[config.mk]
export PLATFORM = sky130hd
export DESIGN_NAME = fir_lowpass_72tap_prefill_unit_flat
export DESIGN_NICKNAME = d
export VERILOG_FILES = /design/src/hdl/firlp_pkg.sv /design/src/hdl/firlp_if.sv /design/src/hdl/fir_lowpass_72tap_prefill_unit.sv /design/src/flat_wrapper.sv
export SDC_FILE = /design/constraint.sdc
export NUM_CORES = 2
export LEC_CHECK = 0
export BUFFER_PORTS_ARGS = -buffer_cell sky130_fd_sc_hd__buf_2
export CAP_MARGIN = 20
export CELL_PAD_IN_SITES_DETAIL_PLACEMENT = 1
export CELL_PAD_IN_SITES_GLOBAL_PLACEMENT = 1
export CORE_MARGIN = 2
export CORE_UTILIZATION = 50
export CTS_BUF_LIST = sky130_fd_sc_hd__clkbuf_8 sky130_fd_sc_hd__clkbuf_16
export CTS_CLUSTER_SIZE = 40
export DETAILED_ROUTE_END_ITERATION = 10
export PLACE_DENSITY = 0.87
export SYNTH_ARGS = -nofsm -noshare
export SYNTH_HDL_FRONTEND = slang
export SYNTH_SLANG_ARGS = --single-unit
export TNS_END_PERCENT = 5
[constraint.sdc]
create_clock -name clk -period 6.6 [get_ports clk]
set_input_delay 0.33 -clock clk [delete_from_list [all_inputs] [get_ports clk]]
set_output_delay 0.33 -clock clk [all_outputs]
set_load 0.02 [all_outputs]
[src/hdl/firlp_pkg.sv]
// Package for the 72-tap low-pass FIR unit: sizes, coefficient ROM and
// the coefficient lookup function. No dependencies.
package firlp_pkg;

  localparam int TAPS         = 72;
  localparam int SAMPLE_WIDTH = 16;
  localparam int COEF_WIDTH   = 18;
  localparam int ACC_WIDTH    = 40;
  localparam int ROM_TAPS     = 72;
  localparam int ROM_WIDTH    = 18;

  localparam int TAP_IDX_W = (TAPS > 1) ? $clog2(TAPS) : 1;
  localparam int FILL_W    = $clog2(TAPS + 1);
  localparam int ROM_IDX_W = $clog2(ROM_TAPS);
  localparam int FRAC      = COEF_WIDTH - 1;
  localparam int PROD_W    = SAMPLE_WIDTH + COEF_WIDTH;
  localparam int COEF_UP   = (COEF_WIDTH > ROM_WIDTH) ? COEF_WIDTH - ROM_WIDTH : 0;
  localparam int COEF_DOWN = (ROM_WIDTH > COEF_WIDTH) ? ROM_WIDTH - COEF_WIDTH : 0;
  localparam int DOWN_HALF = (COEF_DOWN > 0) ? COEF_DOWN - 1 : 0;

  typedef logic signed [SAMPLE_WIDTH-1:0] sample_t;
  typedef logic signed [COEF_WIDTH-1:0]   coef_t;
  typedef logic signed [ACC_WIDTH-1:0]    acc_t;

  localparam logic signed [ROM_WIDTH-1:0] COEF_ROM [ROM_TAPS] = '{
    -18'sd1035, -18'sd104,  -18'sd96,   -18'sd78,   -18'sd50,   -18'sd10,   18'sd43,    18'sd108,
    18'sd187,   18'sd280,   18'sd387,   18'sd508,   18'sd643,   18'sd791,   18'sd952,   18'sd1125,
    18'sd1309,  18'sd1503,  18'sd1703,  18'sd1909,  18'sd2122,  18'sd2335,  18'sd2548,  18'sd2759,
    18'sd2966,  18'sd3165,  18'sd3355,  18'sd3534,  18'sd3699,  18'sd3848,  18'sd3980,  18'sd4092,
    18'sd4184,  18'sd4253,  18'sd4300,  18'sd4324,  18'sd4324,  18'sd4300,  18'sd4253,  18'sd4184,
    18'sd4092,  18'sd3980,  18'sd3848,  18'sd3699,  18'sd3534,  18'sd3355,  18'sd3165,  18'sd2966,
    18'sd2759,  18'sd2548,  18'sd2335,  18'sd2122,  18'sd1909,  18'sd1703,  18'sd1503,  18'sd1309,
    18'sd1125,  18'sd952,   18'sd791,   18'sd643,   18'sd508,   18'sd387,   18'sd280,   18'sd187,
    18'sd108,   18'sd43,    -18'sd10,   -18'sd50,   -18'sd78,   -18'sd96,   -18'sd104,  -18'sd1035
  };

  localparam logic signed [ROM_WIDTH:0] COEF_HALF = (ROM_WIDTH + 1)'(1 << DOWN_HALF);

  // Coefficient for tap j, scaled from the ROM format to COEF_WIDTH bits.
  function automatic coef_t coef_at(input logic [TAP_IDX_W-1:0] j);
    logic signed [ROM_WIDTH:0] c;
    logic signed [ROM_WIDTH:0] r;
    c = '0;
    r = '0;
    if (int'(j) >= ROM_TAPS) begin
      return '0;
    end
    c = (ROM_WIDTH + 1)'(COEF_ROM[ROM_IDX_W'(j)]);
    if (COEF_DOWN == 0) begin
      return coef_t'(COEF_WIDTH'(c) <<< COEF_UP);
    end
    r = (c + COEF_HALF) >>> COEF_DOWN;
    return coef_t'(COEF_WIDTH'(r));
  endfunction

endpackage

[src/hdl/firlp_if.sv]
// Valid/ready channel interfaces for the low-pass FIR unit.
// Depends on firlp_pkg for the sample type.
interface firlp_in_if import firlp_pkg::*; ();
  logic    valid;
  logic    ready;
  sample_t sample_in;

  modport source (output valid, output sample_in, input ready);
  modport sink   (input valid, input sample_in, output ready);
endinterface

interface firlp_out_if import firlp_pkg::*; ();
  logic    valid;
  logic    ready;
  sample_t filtered_out;

  modport source (output valid, output filtered_out, input ready);
  modport sink   (input valid, input filtered_out, output ready);
endinterface

[src/hdl/fir_lowpass_72tap_prefill_unit.sv]
// A beat is accepted only in the idle state; the single multiply-accumulate
// unit then steps through the history memory one tap per cycle, and the next
// beat is taken only once the result has moved to the output register.
// A finished result waits in the output register while the next beat runs.
// Reset (rst_n, synchronous) clears control only; the first sample after
// reset stands in for every history slot not yet written, so no clear pass.
module fir_lowpass_72tap_prefill_unit import firlp_pkg::*; (
  input  logic         clk,
  input  logic         rst_n,
  firlp_in_if.sink     in_bus,
  firlp_out_if.source  out_bus
);

  typedef enum logic [4:0] {
    S_IDLE  = 5'b00001,
    S_MAC   = 5'b00010,
    S_FLUSH = 5'b00100,
    S_ROUND = 5'b01000,
    S_DONE  = 5'b10000
  } state_t;

  localparam logic signed [ACC_WIDTH:0] RND_HALF = (ACC_WIDTH + 1)'(64'sd1 <<< (FRAC - 1));
  localparam logic signed [ACC_WIDTH:0] SAT_HI   =
    (ACC_WIDTH + 1)'((64'sd1 <<< (SAMPLE_WIDTH - 1)) - 64'sd1);
  localparam logic signed [ACC_WIDTH:0] SAT_LO   = -SAT_HI - 1;
  localparam logic [TAP_IDX_W-1:0] LAST_IDX      = TAP_IDX_W'(TAPS - 1);

  state_t state_r, state_nxt;

  sample_t hist_mem [TAPS];
  sample_t rd_q_r;

  logic [TAP_IDX_W-1:0] wp_r, wp_nxt;
  logic [TAP_IDX_W-1:0] rp_r, rp_nxt;
  logic [TAP_IDX_W-1:0] ci_r, ci_nxt;
  logic [FILL_W-1:0]    fill_r, fill_nxt;
  logic                 first_r, first_nxt;
  sample_t              first_smp_r, first_smp_nxt;

  logic                 v1_r, v1_nxt;
  logic                 hit1_r;
  coef_t                coef1_r;
  logic                 v2_r, v2_nxt;
  logic signed [PROD_W-1:0] prod_r;
  acc_t                 acc_r, acc_nxt;

  sample_t              res_r, res_nxt;
  logic                 out_valid_r, out_valid_nxt;
  sample_t              out_data_r, out_data_nxt;

  logic                 in_acc;
  logic                 issue;
  logic                 out_load;
  sample_t              tap_smp;
  logic signed [ACC_WIDTH:0] rnd_sum;
  logic signed [ACC_WIDTH:0] rnd_shr;

  assign in_bus.ready         = (state_r == S_IDLE);
  assign in_acc               = in_bus.valid && in_bus.ready;
  assign issue                = (state_r == S_MAC);
  assign out_load             = (state_r == S_DONE) && (!out_valid_r || out_bus.ready);
  assign out_bus.valid        = out_valid_r;
  assign out_bus.filtered_out = out_data_r;

  assign tap_smp = hit1_r ? rd_q_r : first_smp_r;
  assign rnd_sum = (ACC_WIDTH + 1)'(acc_r) + RND_HALF;
  assign rnd_shr = rnd_sum >>> FRAC;

  always_ff @(posedge clk) begin
    if (in_acc) begin
      hist_mem[wp_r] <= in_bus.sample_in;
    end
    rd_q_r <= hist_mem[rp_r];
  end

  always_comb begin
    state_nxt     = state_r;
    wp_nxt        = wp_r;
    rp_nxt        = rp_r;
    ci_nxt        = ci_r;
    fill_nxt      = fill_r;
    first_nxt     = first_r;
    first_smp_nxt = first_smp_r;
    acc_nxt       = acc_r;
    res_nxt       = res_r;
    v1_nxt        = issue;
    v2_nxt        = v1_r;
    out_valid_nxt = out_valid_r;
    out_data_nxt  = out_data_r;

    if (v2_r) begin
      acc_nxt = acc_r + ACC_WIDTH'(prod_r);
    end

    if (out_load) begin
      out_valid_nxt = 1'b1;
      out_data_nxt  = res_r;
    end else if (out_bus.ready) begin
      out_valid_nxt = 1'b0;
    end

    unique case (state_r)
      S_IDLE: begin
        if (in_acc) begin
          wp_nxt  = (wp_r == LAST_IDX) ? '0 : wp_r + 1'b1;
          rp_nxt  = wp_nxt;
          ci_nxt  = LAST_IDX;
          acc_nxt = '0;
          if (int'(fill_r) < TAPS) begin
            fill_nxt = fill_r + 1'b1;
          end
          if (first_r) begin
            first_nxt     = 1'b0;
            first_smp_nxt = in_bus.sample_in;
          end
          state_nxt = S_MAC;
        end
      end
      S_MAC: begin
        rp_nxt = (rp_r == LAST_IDX) ? '0 : rp_r + 1'b1;
        if (ci_r == '0) begin
          state_nxt = S_FLUSH;
        end else begin
          ci_nxt = ci_r - 1'b1;
        end
      end
      S_FLUSH: begin
        if (!v1_r && !v2_r) begin
          state_nxt = S_ROUND;
        end
      end
      S_ROUND: begin
        priority if (rnd_shr > SAT_HI) begin
          res_nxt = sample_t'(SAT_HI);
        end else if (rnd_shr < SAT_LO) begin
          res_nxt = sample_t'(SAT_LO);
        end else begin
          res_nxt = sample_t'(rnd_shr);
        end
        state_nxt = S_DONE;
      end
      S_DONE: begin
        if (out_load) begin
          state_nxt = S_IDLE;
        end
      end
      default: begin
        state_nxt = S_IDLE;
      end
    endcase
  end

  always_ff @(posedge clk) begin
    if (!rst_n) begin
      state_r     <= S_IDLE;
      wp_r        <= '0;
      rp_r        <= '0;
      ci_r        <= '0;
      fill_r      <= '0;
      first_r     <= 1'b1;
      v1_r        <= 1'b0;
      v2_r        <= 1'b0;
      out_valid_r <= 1'b0;
    end else begin
      state_r     <= state_nxt;
      wp_r        <= wp_nxt;
      rp_r        <= rp_nxt;
      ci_r        <= ci_nxt;
      fill_r      <= fill_nxt;
      first_r     <= first_nxt;
      v1_r        <= v1_nxt;
      v2_r        <= v2_nxt;
      out_valid_r <= out_valid_nxt;
    end
  end

  always_ff @(posedge clk) begin
    first_smp_r <= first_smp_nxt;
    hit1_r      <= ((FILL_W + 1)'(rp_r) < (FILL_W + 1)'(fill_r));
    coef1_r     <= coef_at(ci_r);
    prod_r      <= tap_smp * coef1_r;
    acc_r       <= acc_nxt;
    res_r       <= res_nxt;
    out_data_r  <= out_data_nxt;
  end

  a_accept_starts_mac: assert property (@(posedge clk) disable iff (!rst_n)
    in_acc |=> (state_r == S_MAC) && (ci_r == LAST_IDX) && (acc_r == '0))
    else $error("accepted beat did not start a clean accumulation");

  a_fill_bounded: assert property (@(posedge clk) disable iff (!rst_n)
    (int'(fill_r) <= TAPS) && (int'(wp_r) < TAPS) && (int'(rp_r) < TAPS))
    else $error("history pointer or fill count out of range");

  a_pipe_drained: assert property (@(posedge clk) disable iff (!rst_n)
    (state_r == S_ROUND) |-> (!v1_r && !v2_r))
    else $error("rounding started before the MAC pipeline drained");

  a_pipe_in_run: assert property (@(posedge clk) disable iff (!rst_n)
    v2_r |-> ((state_r == S_MAC) || (state_r == S_FLUSH)))
    else $error("product in flight outside the accumulation phase");

  a_fill_after_first: assert property (@(posedge clk) disable iff (!rst_n)
    !first_r |-> (fill_r != '0))
    else $error("first sample taken but fill count is zero");

endmodule
[src/flat_wrapper.sv]
// flat-port wrapper written by rule: the top's interface ports become plain ports
module fir_lowpass_72tap_prefill_unit_flat import firlp_pkg::*;
  (clk, rst_n, in_bus_valid, in_bus_sample_in, in_bus_ready, out_bus_valid, out_bus_filtered_out, out_bus_ready);
  firlp_in_if in_bus_i ();
  firlp_out_if out_bus_i ();
  input  logic clk;
  input  logic rst_n;
  input wire logic [$bits(in_bus_i.valid)-1:0] in_bus_valid;
  input wire logic [$bits(in_bus_i.sample_in)-1:0] in_bus_sample_in;
  output wire logic [$bits(in_bus_i.ready)-1:0] in_bus_ready;
  output wire logic [$bits(out_bus_i.valid)-1:0] out_bus_valid;
  output wire logic [$bits(out_bus_i.filtered_out)-1:0] out_bus_filtered_out;
  input wire logic [$bits(out_bus_i.ready)-1:0] out_bus_ready;
  assign in_bus_i.valid = in_bus_valid;
  assign in_bus_i.sample_in = in_bus_sample_in;
  assign in_bus_ready = in_bus_i.ready;
  assign out_bus_valid = out_bus_i.valid;
  assign out_bus_filtered_out = out_bus_i.filtered_out;
  assign out_bus_i.ready = out_bus_ready;
  fir_lowpass_72tap_prefill_unit u_core (.clk(clk), .rst_n(rst_n), .in_bus(in_bus_i), .out_bus(out_bus_i));
endmodule
# Word level (Yosys, flattened, before mapping)
# Memory sizes are Yosys's and may differ from the RTL's. A register that Yosys moved wholly into a read port is not among the register bits.
# Index checks and enable logic that the tools add are counted.
totals:
  ff_bits: 178
  n_memories: 2
  inputBits: 20
  rom_bits: 2304
  latch_bits: 0
  out_inout_bits: 18
  ramBits: 1152
mem_list:
  columns: ["name", "depth", "word_bits", "read_ports", "rd_clocked_by_memory_dff", "write_ports", "line", "source"]
  rows:
  - ["(no name shown)", 128, 18, 1, 0, 0, "firlp_pkg.sv:48", "c = (ROM_WIDTH + 1)'(COEF_ROM[ROM_IDX_W'(j)]);"]
  - ["u_core.hist_mem", 72, 16, 1, 1, 1, "fir_lowpass_72tap_prefill_unit.sv:30", "sample_t hist_mem [TAPS];"]
classes:
  add_sub_neg: 7
  magnitude_cmp: 6
  eq_ne: 12
  n_reduce_logical: 16
  n_shift: 0
  n_mul: 1
  muxes: 28
  bitwise: 1
  div: 0
ops:
  columns: ["operator", "n"]
  rows:
  - ["2-to-1 mux 40 bit", 3]
  - ["2-to-1 mux 18 bit", 5]
  - ["adder 40 x 18 -> 41 bit, second input constant", 1]
  - ["adder 40 x 34 -> 40 bit", 1]
  - ["2-to-1 mux 7 bit", 5]
  - ["multiplier 16 x 18 -> 34 bit", 1]
  - ["2-to-1 mux 16 bit", 2]
  - ["case mux 7 bit (2 select lines)", 2]
  - ["case mux 5 bit (5 select lines)", 1]
  - ["greater-than comparator 24 x 16 -> 1 bit, second input constant", 1]
  - ["< comparator 24 x 16 -> 1 bit, second input constant", 1]
  - ["adder 7 x 1 -> 7 bit, second input constant", 3]
  - ["2-to-1 mux 5 bit", 4]
  - ["adder 18 x 2 -> 18 bit, second input constant", 1]
  - ["equality test 7 bit, second input constant", 2]
  - ["AND reduction 3 bit", 3]
  - ["greater-or-equal comparator 8 bit, second input constant", 1]
  - ["inverter 7 -> 8 bit", 1]
  - ["greater-or-equal comparator 7 bit, second input constant", 1]
  - ["logical NOT 7 bit", 1]
  - ["< comparator 7 bit", 1]
  - ["< comparator 7 bit, second input constant", 1]
  - ["subtractor 7 x 1 -> 7 bit, second input constant", 1]
  - ["2-to-1 mux 1 bit", 6]
  - ["other kinds (13)", 22]

# Logic depth before layout (Yosys ltp)
depth:
  depth_word: 7
  ltp_mapped: 27
  mapped_depth_nobuf: 25

# Least setup slack after synthesis
# Ideal clock, no wire load.
synth_timing:
  kind: "register to register"
  start: "reg u_core.hit1_r"
  end: "reg u_core.prod_r[30]"
  path_stages_with_launch: 24
  n_path_buf: 3
  t_arrival_ns: 6.885
  period_less_slack_ns: 6.971
  setup_time_ns: 0.086
  setup_slack_ns: -0.371
  cell_sequence: "dfxtp_1 -> clkbuf_1 -> buf_1 -> mux2i_1 -> clkbuf_1 -> nor2b_1 -> fa_1 -> fa_1 -> fa_1 -> fa_1 -> fa_1 -> inv_1 -> fa_1 -> inv_1 -> ha_1 -> a21o_1 -> a2111oi_0 -> o21ai_1 -> a31o_1 -> o31ai_1 -> nand2_1 -> a31o_2 -> and4_1 -> a211oi_1"
synth_via:
  elab_chain_cells: 2
synth_rtl:
  columns: ["element", "line", "source"]
  rows:
  - ["start, declared", "fir_lowpass_72tap_prefill_unit.sv:41", "logic hit1_r;"]
  - ["start signal, assigned", "fir_lowpass_72tap_prefill_unit.sv:179", "hit1_r <= ((FILL_W + 1)'(rp_r) < (FILL_W + 1)'(fill_r));"]
  - ["2-to-1 mux 16 bit", "fir_lowpass_72tap_prefill_unit.sv:65", "assign tap_smp = hit1_r ? rd_q_r : first_smp_r;"]
  - ["multiplier 16 x 18 -> 34 bit", "fir_lowpass_72tap_prefill_unit.sv:181", "prod_r <= tap_smp * coef1_r;"]
  - ["end signal, assigned", "fir_lowpass_72tap_prefill_unit.sv:181", null]
  - ["end, declared", "fir_lowpass_72tap_prefill_unit.sv:44", "logic signed [PROD_W-1:0] prod_r;"]
# No other way between the ends.
# A chain may end at the register's enable or synchronous reset.

# Worst setup path in the final report
layout_timing:
  start: "reg u_core.hit1_r"
  end: "reg u_core.prod_r[20]"
# The elaborated chain is that of the path after synthesis.

==> results.json <==
{
  "violations": "setup timing",
  "crit_path_end_kind": "register",
  "die_height_um": 361,
  "nets": 4559,
  "rows": 130,
  "ios": 38,
  "cts_tree": "done",
  "hold_class": "input port to register",
  "maxSlewHeadroom_pct": 25.8,
  "final.min_clock_period_ns": 6.63,
  "fin_ws_ns": -0.0280,
  "crit_type": "register to register",
  "netlist.area_leader.share_pct": 56.6,
  "cpPeakStageDelay_ns": 0.67,
  "r2r_cells": 23,
  "first_iter_violations": 4237,
  "status": "complete, but fails checks",
  "portBuffers": 37,
  "synth_area_um2": 63600,
  "avgSynthCellArea_um2": 16.0,
  "arrival_ns": 7.31,
  "start_util_pct": 50.5,
  "synth_edf_count": 1200,
  "clk_pin_slew_worst_paths_ns": 0.07,
  "routed_wl_mm": 175,
  "ys_seq_elements": 1342,
  "wl_per_cell_um": 29.7,
  "syn_inst": 3979,
  "grt_max_degree": 115,
  "grt_pass1_vias": 39600,
  "post_route_cells_drive_above_1_share_pct": 19.8,
  "crit_top_cell": "fa_1",
  "r2r_slack_ns": -0.03,
  "htreeDepth": 4,
  "die_x_um": 361,
  "synthArstFlopShare_pct": 0,
  "critPathMaxFanout": 13,
  "maxCapViolCount": 0,
  "crit_chain": "mux2_2 -> buf_4 -> and2_1 -> fa_1 -> inv_1 -> fa_1 -> fa_1 -> inv_1 -> fa_1 -> fa_1 -> inv_1 -> fa_1 -> inv_1 -> ha_1 -> buf_4 -> nand3_4 -> nor2_4 -> or4b_2 -> o211ai_1 -> a21oi_1 -> o21bai_1 -> a21oi_1 -> xnor2_1",
  "vias_per_cell": 6.35,
  "gp_congestion": 0.874,
  "synth_flop_cell": "edfxtp_1",
  "synth_top_area_cell": "edfxtp_1",
  "timing.fmax_ghz": 0.151,
  "hold_viol": 0,
  "first_pass_iters": 6,
  "grt_pass1_wl_mm": 263,
  "dp_hpwl_mm": 103,
  "worst_slew_pin_slew_ns": 1.11,
  "ys_types": 83,
  "ant_nets": 0,
  "dieArea_um2": 130000,
  "fin_cells": 5899,
  "drc": 0,
  "cp.required_ns": 7.28,
  "synth_area_leaders": "edfxtp_1, mux4_2, fa_1, dfxtp_1, ha_1",
  "grtUsageTotal_pct": 27.2,
  "finClkSkew_ns": 0.0316,
  "clk_path_buf_depth": 3,
  "antenna_found_initial": 5,
  "cts_root_buf": "clkbuf_16",
  "grt_setup_unrepaired": "yes",
  "ys.warnings.count": 0,
  "cts_buffers": 136,
  "synth-seq-area-share_pct": 61.1,
  "whs_path_depth": 2,
  "overflow": 0,
  "antennaDiodeCount": 0,
  "cp.depth": 23,
  "finalSetupViolCount": 1,
  "vias": 37500,
  "clock_sink_count": 1342,
  "post_dp_cell_area_um2": 66500,
  "min_period_over_period_pct": 100,
  "core_region_area_um2": 126000,
  "critical_path_buf_inv_count": 6,
  "final_area_um2": 71300,
  "syn_to_final_growth_pct": 12.0,
  "critPathTopFamily": "adder cells",
  "start_kind": "register",
  "worstSkewPairLatency_ns": 0.80,
  "crit_slowest_cell": "or4b_2",
  "dp.cells": 5641,
  "synth_nets": 4395,
  "final_max_slew_viol_count": 0
}
-- metal layers --
layer  GRT usage [%]  share of wire, %  up-vias
met2            45.5                50     2151
met4            11.3               4.4        6
met1            35.5                37    19600
met3            4.50               8.4      477
li1                -                 -    15300
met5               0             0.028        -
-- repair_timing --
| item | in CTS | in global routing |
|---|---|---|
| pin swaps | 0 | 12 |
| hold buffers | 3 | 0 |
| endpoints found under the hold margin | 10 | 0 |
| gates resized for setup | 14 | 40 |
| setup buffers | 7 | 3 |
| setup endpoints to repair | 6 | 9 |
-- final cells by class --
| type | count | area, µm² |
|---|---|---|
| fill | 11600 | 54600 |
| multi-input combinational | 2135 | 23000 |
| tap | 1650 | 2060 |
| timing repair buffer | 219 | 1710 |
| clock inverter | 96 | 880 |
| inverter | 309 | 1160 |
| clock buffer | 148 | 3590 |
| sequential | 1342 | 38900 |
-- per-stage QoR --
stage                     util (%)  hold WS (ns)  TNS (ns)  setup slack [ns]
after floorplan                  -         0.392         0            0.0661
after global placement        52.8         0.401   -0.0102           -0.0102
after detailed placement      52.8         0.408    -0.559            -0.149
after CTS                     56.4         0.247         0            0.0418
after global routing          56.6         0.298     -1.19            -0.315
final                         56.6         0.278   -0.0280           -0.0280
-- worst paths after layout --
check	start	to
setup reg to reg	u_core.hit1_r$_DFF_P_	u_core.prod_r[20]$_DFF_P_
hold / removal	in_bus_sample_in[10]	u_core.hist_mem[30][10]$_DFFE_PP_
hold reg to reg	u_core.res_r[6]$_SDFFCE_PN1P_	u_core.out_bus.filtered_out[6]$_DFFE_PP_
setup / recovery	u_core.hit1_r$_DFF_P_	u_core.prod_r[20]$_DFF_P_
-- Yosys cell counts (5+ instances only) --
master and n:
a211oi_1 28, o311ai_0 5, buf_4 13, nor2b_1 88
inv_1 307, and2_1 44, edfxtp_1 1200, and3_1 23
mux2i_1 44, nor3_1 30, xor2_1 36, mux4_2 352
ha_1 147, a21o_1 22, a21oi_1 136, mux2_2 26
o21ai_0 104, o21a_1 12, o211ai_1 21, buf_2 24
and4_1 6, nor3b_1 6, o21bai_1 9, buf_1 26
a311oi_1 5, clkbuf_1 128, nor2_1 189, o21ai_1 7
nand4_1 15, nand2b_1 32, xnor2_1 53, a31oi_1 36
nand3b_1 12, a221oi_1 5, dfxtp_1 142, fa_1 249
nand3_1 46, nand2_1 270
-- cell families (layout without fill, tap and decap cells) --
logic type	count (synthesis)	in the layout	share of synthesized area, %
and+or+nand+nor	781	781	5.85
xor gates and xnor gates	89	89	1.23
adders and majority gates	396	396	10.7
AOI/OAI and AO/OA	447	447	4.41
DFF	1342	1342	61.1
muxes	422	422	13.6
buffers and inverters	502	772	3.09
-- flip-flops by register name, indices dropped and copies added, names as in the netlist --
register / cells
u_core.acc_r: 40
u_core.ci_r: 7
u_core.coef1_r: 14
u_core.fill_r: 7
u_core.first_r: 1
u_core.first_smp_r: 16
u_core.hist_mem: 1152
u_core.hit1_r: 1
u_core.out_bus.filtered_out: 16
u_core.out_bus.valid: 1
u_core.prod_r: 34
u_core.rd_q_r: 16
u_core.res_r: 16
u_core.rp_r: 7
u_core.state_r: 5
u_core.v1_r: 1
u_core.v2_r: 1
u_core.wp_r: 7
-- cells in the final DEF (no fill, tap or decap), drive strengths merged, types with 26 or more instances in the layout --
| master | instances |
|---|---|
| buf | 216 |
| nor2 | 190 |
| ha | 147 |
| o21ai | 111 |
| mux2i | 44 |
| clkbuf | 148 |
| nor3 | 30 |
| clkinv | 54 |
| and2 | 44 |
| nand3 | 46 |
| edfxtp | 1200 |
| mux2 | 26 |
| dfxtp | 142 |
| inv | 339 |
| a211oi | 28 |
| nor2b | 88 |
| xnor2 | 53 |
| a21oi | 136 |
| mux4 | 352 |
| fa | 249 |
| a31oi | 36 |
| nand2b | 32 |
| nand2 | 270 |
| xor2 | 36 |
Power is not shown: default switching activity piles up to over one toggle a cycle in this logic, so the estimate is an artifact.
